**src/design/utcs_pkg.sv**
```systemverilog
// Shared types, field widths and calendar helpers for the UTC to local time shifter.
// Used by utcs_time_wrap, utcs_date_roll and utc_to_local_calendar_shift.
// No dependencies.
package utcs_pkg;

    localparam int YEAR_W   = 16;
    localparam int MONTH_W  = 4;
    localparam int DAY_W    = 5;
    localparam int HOUR_W   = 5;
    localparam int MINUTE_W = 6;
    localparam int SECOND_W = 6;
    localparam int TZ_W     = 12;
    localparam int TOD_W    = 11;  // minute of day, 0..1439
    localparam int TOTAL_W  = 13;  // signed minute of day before the wrap

    localparam int MIN_PER_DAY  = 1440;
    localparam int MIN_PER_HOUR = 60;
    localparam int TZ_LIMIT     = 1439;

    // Reciprocal of 60 scaled by 2^16, exact for every minute of day.
    localparam int RECIP_60       = 1093;
    localparam int RECIP_60_SHIFT = 16;

    // Inverse of 25 modulo 2^16; y is a multiple of 25 when y * INV_25 stays
    // at or below the largest 16-bit multiple count.
    localparam logic [YEAR_W-1:0] INV_25     = 16'd23593;
    localparam logic [YEAR_W-1:0] DIV25_MAX  = 16'd2621;

    localparam logic [MONTH_W-1:0] MONTH_JAN = 4'd1;
    localparam logic [MONTH_W-1:0] MONTH_FEB = 4'd2;
    localparam logic [MONTH_W-1:0] MONTH_DEC = 4'd12;

    localparam logic [DAY_W-1:0] BAD_MONTH_DAYS = 5'd30;
    localparam logic [DAY_W-1:0] LEAP_FEB_DAYS  = 5'd29;

    localparam logic [DAY_W-1:0] MONTH_DAYS [12] = '{
        5'd31, 5'd28, 5'd31, 5'd30, 5'd31, 5'd30,
        5'd31, 5'd31, 5'd30, 5'd31, 5'd30, 5'd31
    };

    // Whole days crossed by the time of day: -1, 0, +1 or +2.
    typedef logic signed [2:0] day_shift_t;

    typedef struct packed {
        logic [YEAR_W-1:0]  year;
        logic [MONTH_W-1:0] month;
        logic [DAY_W-1:0]   day;
    } date_t;

    // Gregorian leap year: divisible by 4 and not by 100, or divisible by 400.
    function automatic logic is_leap(input logic [YEAR_W-1:0] year);
        logic [YEAR_W-1:0] prod;
        logic              div25;
        prod  = year * INV_25;
        div25 = (prod <= DIV25_MAX);
        return ((year[1:0] == 2'b00) && !div25) || ((year[3:0] == 4'b0000) && div25);
    endfunction

    // Days in a month; a month code outside 1..12 counts as 30 days.
    function automatic logic [DAY_W-1:0] month_days(input logic [MONTH_W-1:0] month,
                                                    input logic               leap);
        logic [DAY_W-1:0] len;
        if (month < MONTH_JAN || month > MONTH_DEC) begin
            len = BAD_MONTH_DAYS;
        end else if (month == MONTH_FEB && leap) begin
            len = LEAP_FEB_DAYS;
        end else begin
            len = MONTH_DAYS[month - MONTH_JAN];
        end
        return len;
    endfunction

endpackage

```
**src/design/utcs_time_wrap.sv**
```systemverilog
// Time-of-day path: adds the saturated offset, wraps over the day and splits hour/minute.
// Depends on utcs_pkg.
module utcs_time_wrap
    import utcs_pkg::*;
(
    input  logic [HOUR_W-1:0]          hour_in,
    input  logic [MINUTE_W-1:0]        minute_in,
    input  logic signed [TZ_W-1:0]     tz_offset,
    output logic [HOUR_W-1:0]          hour_out,
    output logic [MINUTE_W-1:0]        minute_out,
    output day_shift_t                 shift
);

    logic signed [TZ_W-1:0]    off;
    logic [TOD_W-1:0]          hour_x60;
    logic signed [TOTAL_W-1:0] total;
    logic [TOD_W-1:0]          tod;
    logic [2*TOD_W-1:0]        prod;
    logic [HOUR_W-1:0]         quot;
    logic [TOD_W-1:0]          quot_x60;

    always_comb begin
        if (tz_offset > TZ_W'(TZ_LIMIT)) begin
            off = TZ_W'(TZ_LIMIT);
        end else if (tz_offset < -TZ_W'(TZ_LIMIT)) begin
            off = -TZ_W'(TZ_LIMIT);
        end else begin
            off = tz_offset;
        end
    end

    // hour * 60 as (hour << 6) - (hour << 2)
    assign hour_x60 = {hour_in, 6'b0} - {4'b0, hour_in, 2'b0};

    assign total = $signed({2'b00, hour_x60})
                 + $signed({{(TOTAL_W-MINUTE_W){1'b0}}, minute_in})
                 + $signed({off[TZ_W-1], off});

    always_comb begin
        if (total < 0) begin
            tod   = TOD_W'(total + TOTAL_W'(MIN_PER_DAY));
            shift = -3'sd1;
        end else if (total >= TOTAL_W'(2 * MIN_PER_DAY)) begin
            tod   = TOD_W'(total - TOTAL_W'(2 * MIN_PER_DAY));
            shift = 3'sd2;
        end else if (total >= TOTAL_W'(MIN_PER_DAY)) begin
            tod   = TOD_W'(total - TOTAL_W'(MIN_PER_DAY));
            shift = 3'sd1;
        end else begin
            tod   = total[TOD_W-1:0];
            shift = 3'sd0;
        end
    end

    assign prod       = (2*TOD_W)'(tod) * (2*TOD_W)'(RECIP_60);
    assign quot       = prod[RECIP_60_SHIFT +: HOUR_W];
    assign quot_x60   = {quot, 6'b0} - {4'b0, quot, 2'b0};
    assign hour_out   = quot;
    assign minute_out = MINUTE_W'(tod - quot_x60);

endmodule

```
**src/design/utcs_date_roll.sv**
```systemverilog
// Date path: applies a day shift to year, month and day with Gregorian month lengths.
// Depends on utcs_pkg.
module utcs_date_roll
    import utcs_pkg::*;
(
    input  date_t      date_in,
    input  day_shift_t shift,
    output date_t      date_out
);

    logic signed [DAY_W+1:0] day_sum;
    logic                    leap;
    logic [MONTH_W-1:0]      month_prev;
    logic [DAY_W-1:0]        len_cur;
    logic [DAY_W-1:0]        len_prev;
    logic                    wrap_back;
    logic                    wrap_fwd;

    assign day_sum    = $signed({2'b00, date_in.day}) + $signed({{4{shift[2]}}, shift});
    assign leap       = is_leap(date_in.year);
    assign wrap_back  = (date_in.month <= MONTH_JAN);
    assign wrap_fwd   = (date_in.month >= MONTH_DEC);
    assign month_prev = wrap_back ? MONTH_DEC : date_in.month - MONTH_W'(1);
    // February is only reached backward from March, so the year is unchanged there.
    assign len_cur    = month_days(date_in.month, leap);
    assign len_prev   = month_days(month_prev, leap);

    always_comb begin
        date_out = date_in;
        if (shift != 3'sd0) begin
            if (day_sum < 1) begin
                date_out.month = month_prev;
                date_out.year  = wrap_back ? date_in.year - YEAR_W'(1) : date_in.year;
                date_out.day   = DAY_W'(day_sum + $signed({2'b00, len_prev}));
            end else if (day_sum > $signed({2'b00, len_cur})) begin
                date_out.month = wrap_fwd ? MONTH_JAN : date_in.month + MONTH_W'(1);
                date_out.year  = wrap_fwd ? date_in.year + YEAR_W'(1) : date_in.year;
                date_out.day   = DAY_W'(day_sum - $signed({2'b00, len_cur}));
            end else begin
                date_out.day   = day_sum[DAY_W-1:0];
            end
        end
    end

endmodule

```
**src/design/utc_to_local_calendar_shift.sv**
```systemverilog
// Top level of the UTC to local calendar shifter: input register, shift logic, result register.
// Depends on utcs_pkg, utcs_time_wrap and utcs_date_roll.
//
// Each item carries one UTC timestamp and a validity flag; the block adds the signed timezone
// offset held in the configuration register (minutes, saturated to +/-1439 when used), wraps
// the time of day over 1440 minutes and rolls day, month and year by the days crossed, using
// Gregorian leap years, with the year wrapping modulo 65536. Seconds pass through. An item whose
// validity flag is clear yields a result of all zeros. The block takes one item per cycle
// sustained while the result side does not stall; an item is held first in the input register,
// then in the result register, and all shift logic sits between those two registers. A stall
// on the result side propagates back through s_tready in the same cycle, so a held result
// never blocks acceptance while the input register is empty. The offset register is written
// through cfg_we/cfg_wdata and should only change while no item is in flight.
module utc_to_local_calendar_shift
    import utcs_pkg::*;
(
    input  logic                   aclk,
    input  logic                   aresetn,

    input  logic                   cfg_we,
    input  logic [TZ_W-1:0]        cfg_wdata,    // tz_offset_minutes, two's complement

    input  logic                   s_tvalid,
    output logic                   s_tready,
    // year[15:0], month[19:16], day[24:20], hour[29:25],
    // minute[35:30], second[41:36], zero fill [47:42]
    input  logic [47:0]            s_tdata,
    input  logic                   s_tuser,      // timestamp known flag

    output logic                   m_tvalid,
    input  logic                   m_tready,
    // local_year[15:0], local_month[19:16], local_day[24:20], local_hour[29:25],
    // local_minute[35:30], local_second[41:36], zero fill [47:42]
    output logic [47:0]            m_tdata,
    output logic                   m_tuser       // local_valid
);

    // Configuration register.
    logic signed [TZ_W-1:0] tz_reg;

    // Input register stage.
    logic                   in_valid_reg;
    logic                   in_ok_reg;
    date_t                  in_date_reg;
    logic [HOUR_W-1:0]      in_hour_reg;
    logic [MINUTE_W-1:0]    in_minute_reg;
    logic [SECOND_W-1:0]    in_second_reg;

    // Result register stage.
    logic                   out_valid_reg;
    logic                   out_ok_reg;
    date_t                  out_date_reg;
    logic [HOUR_W-1:0]      out_hour_reg;
    logic [MINUTE_W-1:0]    out_minute_reg;
    logic [SECOND_W-1:0]    out_second_reg;

    logic                   out_ok_next;
    date_t                  out_date_next;
    logic [HOUR_W-1:0]      out_hour_next;
    logic [MINUTE_W-1:0]    out_minute_next;
    logic [SECOND_W-1:0]    out_second_next;

    date_t                  rolled_date;
    logic [HOUR_W-1:0]      local_hour;
    logic [MINUTE_W-1:0]    local_minute;
    day_shift_t             shift;
    logic                   advance;

    // The result register can take a new item when it is empty or being drained.
    assign advance  = !out_valid_reg || m_tready;
    assign s_tready = !in_valid_reg || advance;

    utcs_time_wrap u_time_wrap (
        .hour_in    (in_hour_reg),
        .minute_in  (in_minute_reg),
        .tz_offset  (tz_reg),
        .hour_out   (local_hour),
        .minute_out (local_minute),
        .shift      (shift)
    );

    utcs_date_roll u_date_roll (
        .date_in  (in_date_reg),
        .shift    (shift),
        .date_out (rolled_date)
    );

    // An invalid timestamp produces an all-zero result.
    always_comb begin
        out_ok_next     = in_ok_reg;
        out_date_next   = '0;
        out_hour_next   = '0;
        out_minute_next = '0;
        out_second_next = '0;
        if (in_ok_reg) begin
            out_date_next   = rolled_date;
            out_hour_next   = local_hour;
            out_minute_next = local_minute;
            out_second_next = in_second_reg;
        end
    end

    always_ff @(posedge aclk) begin
        if (!aresetn) begin
            tz_reg        <= '0;
            in_valid_reg  <= 1'b0;
            out_valid_reg <= 1'b0;
        end else begin
            if (cfg_we) begin
                tz_reg <= cfg_wdata;
            end
            if (s_tready) begin
                in_valid_reg <= s_tvalid;
            end
            if (advance) begin
                out_valid_reg <= in_valid_reg;
            end
        end
    end

    // Payload registers carry no reset.
    always_ff @(posedge aclk) begin
        if (s_tvalid && s_tready) begin
            in_ok_reg         <= s_tuser;
            in_date_reg.year  <= s_tdata[15:0];
            in_date_reg.month <= s_tdata[19:16];
            in_date_reg.day   <= s_tdata[24:20];
            in_hour_reg       <= s_tdata[29:25];
            in_minute_reg     <= s_tdata[35:30];
            in_second_reg     <= s_tdata[41:36];
        end
        if (advance && in_valid_reg) begin
            out_ok_reg     <= out_ok_next;
            out_date_reg   <= out_date_next;
            out_hour_reg   <= out_hour_next;
            out_minute_reg <= out_minute_next;
            out_second_reg <= out_second_next;
        end
    end

    assign m_tvalid = out_valid_reg;
    assign m_tuser  = out_ok_reg;
    assign m_tdata  = {6'b0, out_second_reg, out_minute_reg, out_hour_reg,
                       out_date_reg.day, out_date_reg.month, out_date_reg.year};

endmodule

```
**config.mk**
```make
export PLATFORM = sky130hd
export DESIGN_NAME = utc_to_local_calendar_shift
export DESIGN_NICKNAME = d
export VERILOG_FILES = /design/src/design/utcs_pkg.sv /design/src/design/utcs_time_wrap.sv /design/src/design/utcs_date_roll.sv /design/src/design/utc_to_local_calendar_shift.sv
export SDC_FILE = /design/constraint.sdc
export NUM_CORES = 1
export LEC_CHECK = 0
export ABC_AREA = 1
export BUFFER_PORTS_ARGS = -buffer_cell sky130_fd_sc_hd__clkbuf_2
export CORE_MARGIN = 2
export CORE_UTILIZATION = 54
export DETAILED_ROUTE_END_ITERATION = 10
export GPL_TIMING_DRIVEN = 1
export PLACE_DENSITY = 0.74
export RECOVER_POWER = 25
export SYNTH_ARGS = -nofsm -noshare
export SYNTH_HDL_FRONTEND = slang
export SYNTH_SLANG_ARGS = --single-unit
```
**constraint.sdc**
```tcl
create_clock -name aclk -period 10.68 [get_ports aclk]
set_clock_uncertainty 0.1 [all_clocks]
set_input_delay 1.602 -clock aclk [delete_from_list [all_inputs] [get_ports aclk]]
set_output_delay 1.602 -clock aclk [all_outputs]
set_load 0.01 [all_outputs]
```
# ---- After elaboration in Yosys (flattened, before gate mapping)
# Memory sizes are Yosys's and may differ from the RTL's.
# Index checks and enable logic that the tools add are counted.
# Widths: inputs -> output; s select.
dict set report word_totals {
  register_bits 100
  romBits 160
  input_bits 66
  out_inout_bits 51
  elab_cells 98
  n_memories 2
}
# memory depth width read_ports rd_ports_with_merged_regs write_ports line_no
set memory_table {}
lappend memory_table {{(name not given)} 16 5 1 0 0 utcs_pkg.sv:68} ;# len = MONTH_DAYS[month - MONTH_JAN];
lappend memory_table {{(name not given)} 16 5 1 0 0 utcs_pkg.sv:68}
dict set report op_classes {
  add_sub_neg 16
  multipliers 2
  order_cmp 16
  n_eq_ne 2
  muxes 24
  bitwise_logic 2
  reduce_logical 17
}
# op n
set ops {}
lappend ops {{$mux 25} 2}
lappend ops {{$mux 5} 9}
lappend ops {{$mux 11} 3}
lappend ops {{$mux 16} 2}
lappend ops {{$mux 12} 2}
lappend ops {{$sub 11x11->11 const B} 2}
lappend ops {{$mul 11x11->21 const B} 1}
lappend ops {{$mux 20} 1}
lappend ops {{$add 16x1->16 const B} 1}
lappend ops {{$le 16x12->1 const B} 1}
lappend ops {{$mul 16x15->16 const B} 1}
lappend ops {{$sub 16x1->16 const B} 1}
lappend ops {{$add 13x12->13} 1}
lappend ops {{$ge 13x12->1 const B} 1}
lappend ops {{$ge 13x13->1 const B} 1}
lappend ops {{$lt 13x1->1 const B} 1}
lappend ops {{$add 11x6->12} 1}
lappend ops {{$gt 12x12->1 const B} 1}
lappend ops {{$lt 12x12->1 const B} 1}
lappend ops {{$add 11x11->11 const B} 1}
lappend ops {{$sub 11x7->11} 1}
lappend ops {{$ge 5x5->1 const B} 2}
lappend ops {{$not 4->5} 2}
lappend ops {{$eq 4x2->1 const B} 2}
lappend ops {{other kinds (22)} 38}

# ---- Depth between registers and ports, before layout
dict set report depth {
  depth_word 13
  mapped_depth 56
}

# ---- Hierarchy
# A second synthesis with hierarchy kept.
dict set report unflattened {
  cells_unflattened 1619
  area_unflattened_um2 11705.0
}
# mod n_inst cells_each area_each_um2 seq_area_each_um2
set by_module_without_submodules {}
lappend by_module_without_submodules {utcs_date_roll 1 807 4699.5 0.0}
lappend by_module_without_submodules {utc_to_local_calendar_shift 1 247 3509.6 2862.7}
lappend by_module_without_submodules {utcs_time_wrap 1 565 3495.9 0.0}

# ---- Worst setup path before layout
# No wires, ideal clock.
dict set report synth_path {
  path_kind {flip-flop to flip-flop}
  startpoint {register tz_reg[4]}
  endpoint {register out_minute_reg[5] (data pin)}
  setup_ns 0.253
  t_arrival_ns 7.014
  required_time_ns 10.327
  slack_ns 3.313
  stages_incl_launch_ff 49
  n_path_buf 0
  synth_period_minus_slack_ns 7.367
  cell_sequence {dfxtp_1 > nand3b_1 > o311ai_0 > a31oi_1 > o21ai_0 > ha_1 > inv_1 > nand3_1 > ha_1 > inv_1 > fa_1 > inv_1 > nand2_1 > nand3_1 > nand2_1 > nand2_1 > inv_1 > ha_1 > (+13 left out) > ha_1 > ha_1 > nand4_1 > nor3_1 > nand2_1 > nand2_1 > nand2_1 > o21ai_0 > xor2_1 > inv_1 > ha_1 > nand2_1 > nor2_1 > a211oi_1 > nand3b_1 > nand2_1 > nor2_1 > nor2_1}
}
dict set report synth_between {
  elab_chain_len 11
  word_cells_on_any_way 17
  classes_between {add/sub: 6; mul: 1; order compare: 5; mux: 5}
}
# element line_no
set synth_rtl {}
lappend synth_rtl {{from (decl)} utc_to_local_calendar_shift.sv:39} ;# logic signed [TZ_W-1:0] tz_reg;
lappend synth_rtl {{from (signal assigned)} utc_to_local_calendar_shift.sv:110} ;# tz_reg <= cfg_wdata;
lappend synth_rtl {{$lt 12x12->1} utcs_time_wrap.sv:25} ;# end else if (tz_offset < -TZ_W'(TZ_LIMIT)) begin
lappend synth_rtl {{$mux 12} utcs_time_wrap.sv:25}
lappend synth_rtl {{$mux 12 *} utcs_time_wrap.sv:23} ;# if (tz_offset > TZ_W'(TZ_LIMIT)) begin
lappend synth_rtl {{$add 13x12->13 *} utcs_time_wrap.sv:37} ;# + $signed({off[TZ_W-1], off});
lappend synth_rtl {{$sub 11x11->11 or $ge 13x12->1 (tied branches)} {utcs_time_wrap.sv:47, utcs_time_wrap.sv:46}}
lappend synth_rtl {{$mux 11} utcs_time_wrap.sv:46} ;# end else if (total >= TOTAL_W'(MIN_PER_DAY)) begin
lappend synth_rtl {{$mux 11} utcs_time_wrap.sv:43} ;# end else if (total >= TOTAL_W'(2 * MIN_PER_DAY)) begin
lappend synth_rtl {{$mux 11 *} utcs_time_wrap.sv:40} ;# if (total < 0) begin
lappend synth_rtl {{$mul 11x11->21 *} utcs_time_wrap.sv:55} ;# assign prod = (2*TOD_W)'(tod) * (2*TOD_W)'(RECIP_60);
lappend synth_rtl {{via local_hour[2]} utc_to_local_calendar_shift.sv:64} ;# logic [HOUR_W-1:0] local_hour;
lappend synth_rtl {{$sub 1x6->6 *} utcs_time_wrap.sv:57} ;# assign quot_x60 = {quot, 6'b0} - {4'b0, quot, 2'b0};
lappend synth_rtl {{$sub 6x6->6 *} utcs_time_wrap.sv:59} ;# assign minute_out = MINUTE_W'(tod - quot_x60);
lappend synth_rtl {{to (signal assigned)} utc_to_local_calendar_shift.sv:136} ;# out_minute_reg <= out_minute_next;
lappend synth_rtl {{to (decl)} utc_to_local_calendar_shift.sv:54} ;# logic [MINUTE_W-1:0] out_minute_reg;
# The timed path passes the listed nets; every way through them passes the cells marked *.
# A chain may end at the register's enable or synchronous reset.

# ---- Worst setup path after layout
# Ends and elaborated chain as after synthesis.

==> flow_summary_export.csv <==
group,metric,value,unit
global_routing,antenna_found_initial,0,
detailed_routing,wl,22.6,mm
clock_tree,cts_tree,"yes",
yosys,syn_avg_cell_area,7.91,um2
global_routing,grt_pass1_wl,38.4,mm
final_layout,n_antenna_cell,0,
sta,finalSetupViolCount,0,
global_routing,met1_usage,0.306,
detailed_routing,vias_per_cell,5.16,
critical_path,worstPathMaxFanout,35,
yosys,syn_inst,1335,
global_routing,busiest_layer,"met2",
placement,place_inst,1680,
critical_path,critPathKind,"reg2reg",
critical_path,critPathLaunchType,"flip-flop",
final_layout,fill_cells,1762,
detailed_routing,drtIter0Drc,457,
clock_tree,post_cts_buffers,0,
clock_tree,clk_pin_slew,0.08,ns
clock_tree,cts_buffers,9,
sta,fin_crit,8.91,ns
placement,post-place-ws,1.83,ns
global_routing,gr-total-overflow,0,
hold_path,hold_start,"tz_reg[0]$_SDFFE_PN0P_",
final_layout,stdcell_count,1696,
yosys,ys_seq_area_frac,0.271,
critical_path,critPathSlowestCell,"nand3_2",
yosys,yosysTopAreaCell,"edfxtp_1",
critical_path,max_stage_delay,0.53,ns
floorplan,die_w,144,um
floorplan,initial_core_util,0.546,
yosys,ys.warnings.count,0,
yosys,synth-main-ff-cell,"edfxtp_1",
critical_path,crit_top_cell,"nand2_1",
global_routing,grt_max_degree,44,
detailed_routing,ant_nets,0,
critical_path,end_kind,"flip-flop",
sta,grt_setup_unrepaired,"false",
sta,post-route-period-util,0.834,
yosys,syn-cell-area,0.0106,mm2
sta,layout_setup_ws,1.77,ns
yosys,synth.area.top_cells,"edfxtp_1 24%, ha_1 20%, nand2_1 10%",
yosys,synth_commonest_cells,"285 x nand2_1, 240 x inv_1, 169 x ha_1",
floorplan,die-height,144,um
clock_tree,clock_sinks,100,
yosys,synth_most_common_cell,"nand2_1",
hold_path,holdCritPathClass,"reg2reg",
yosys,yosysTopAreaCellShare,0.245,
detailed_routing,vias,8747,
clock_tree,clockRootBuffer,"clkbuf_16",
yosys,ys_types,55,
placement,dp_hpwl,18.3,mm
clock_tree,cts_buffer_depth,2,
placement,globalplace.congestion,0.950,
clock_tree,hold_buffers,0,
global_routing,grt_pass1_vias,8371,
detailed_routing,drc,0,
hold_path,min_to,"tz_reg[0]$_SDFFE_PN0P_",
critical_path,reg2reg_slack,1.77,ns
yosys,synth-seq-cells,100,
critical_path,r2r-start,"tz_reg[4]$_SDFFE_PN0P_",
clock_tree,h-tree-depth,3,
sta,setup_tns,0,ns
clock_tree,clkLatencyLatePin,0.36,ns
clock_tree,post_cts_resized,0,
floorplan,io_pins,117,
yosys,async_flop_share,0,
sta,finalHoldViolCount,0,
run_status,outcome,"finished, final reports clean",
placement,io_buffers,104,
global_routing,use_met2,0.398,
final_layout,fin_util,0.597,
sta,slew_viol_final,0,
global_routing,gr-usage-met3,0.0287,
detailed_routing,wl_per_cell,13.3,um
yosys,synth_edf_count,86,
flow_run,maxCapViolCount,0,
floorplan,core-area,0.0193,mm2
sta,relSlewSlack,0.0825,
final_layout,area_growth,9.32,%
sta,fmax,0.112,GHz
critical_path,r2r.worst_path.cells,48,
floorplan,dieArea,0.0207,mm2
critical_path,reg2reg_to,"out_minute_reg[5]$_SDFFCE_PN0P_",
detailed_routing,first_pass_iters,5,
final_layout,multi_input_area,0.00662,mm2
critical_path,worstPathArrival,8.93,ns
floorplan,rows,51,
sta,tightest_slew,1.38,ns
final_layout,final_layout_size_suffix_gt1_frac,0.117,
critical_path,required,10.70,ns
global_routing,track_usage,0.233,
final_layout,nNetsFinal,1690,
hold_path,min_path_cells,2,
final_layout,final-seq-area,0.00286,mm2
-- how the worst max path moves through the flow --
stage | startpoint | endpoint | slack [ns] | cells after the start
5_1_grt | tz_reg[2]$_SDFFE_PN0P_ | out_minute_reg[5]$_SDFFCE_PN0P_ | 0.80 | 49
6_report | tz_reg[4]$_SDFFE_PN0P_ | out_minute_reg[5]$_SDFFCE_PN0P_ | 1.77 | 48
4_1_cts | tz_reg[4]$_SDFFE_PN0P_ | out_minute_reg[5]$_SDFFCE_PN0P_ | 1.79 | 48
3_5_place_dp | tz_reg[4]$_SDFFE_PN0P_ | out_minute_reg[5]$_SDFFCE_PN0P_ | 1.83 | 48
3_3_place_gp | tz_reg[4]$_SDFFE_PN0P_ | out_minute_reg[5]$_SDFFCE_PN0P_ | 1.97 | 48
2_1_floorplan | tz_reg[4]$_SDFFE_PN0P_ | out_minute_reg[5]$_SDFFCE_PN0P_ | 3.31 | 48
-- cell families (layout without fill, tap and decap cells) --
family | Yosys count | count (layout) | synth area share
simple gates | 536 | 536 | 0.225
compound gates | 173 | 173 | 0.0960
buf+inv | 276 | 367 | 0.105
xor+xnor | 51 | 51 | 0.0473
fa+ha+maj | 198 | 198 | 0.255
other cells | 1 | 6 | 0.000355
flops | 100 | 100 | 0.271
-- metrics by stage --
step	hold WS, ns	cell area, um2
2_1_floorplan	0.341	10600
3_3_place_gp	0.359	11300
3_5_place_dp	0.362	11300
4_1_cts	0.373	11500
5_1_grt	0.416	11500
6_report	0.375	11500
-- cell type report --
cell class              instances  share of cell area
clock buffers                   9              0.0195
clock inverters                 7             0.00477
inverters                     245              0.0799
multi-input cells             964               0.573
flip-flops and latches        100               0.248
well taps                     265              0.0287
repair buffers                106              0.0456
-- placed cells by master (no fill, tap or decap), types with 3 or more instances in the layout --
cell	count
nand2_1	285
inv_1	239
ha_1	169
nor2_1	111
clkbuf_2	100
edfxtp_1	86
a21oi_1	62
nand3_1	62
o21ai_0	56
fa_1	29
xor2_1	25
xnor2_1	22
nand4_1	20
nor3_1	14
dfxtp_1	14
nand2_2	10
o21ai_1	9
clkbuf_16	9
nand3_2	8
o211ai_1	7
nand3b_1	7
a31oi_1	7
conb_1	6
o21bai_1	5
nand2_4	5
inv_6	5
clkbuf_1	5
a21oi_2	4
or2_2	4
a21o_1	4
a21oi_4	4
a211oi_1	4
inv_2	3
clkinv_1	3
-- critical path: cells and delay by family (launching register included) --
kind	cells	cell delay (ns)
fa+ha+maj	10	3.08
xor+xnor	2	0.57
simple gates	23	2.82
buf+inv	8	0.69
flops	1	0.33
compound gates	5	1.06
-- routing by layer --
| layer | up-vias | share of wire |
|---|---|---|
| met5 | - | 0 |
| met4 | 0 | 0.025 |
| met3 | 44 | 0.051 |
| met2 | 258 | 0.47 |
| met1 | 3925 | 0.46 |
| li1 | 4520 | - |
Power is not shown: default switching activity piles up to over one toggle a cycle in this logic, so the estimate is an artifact.
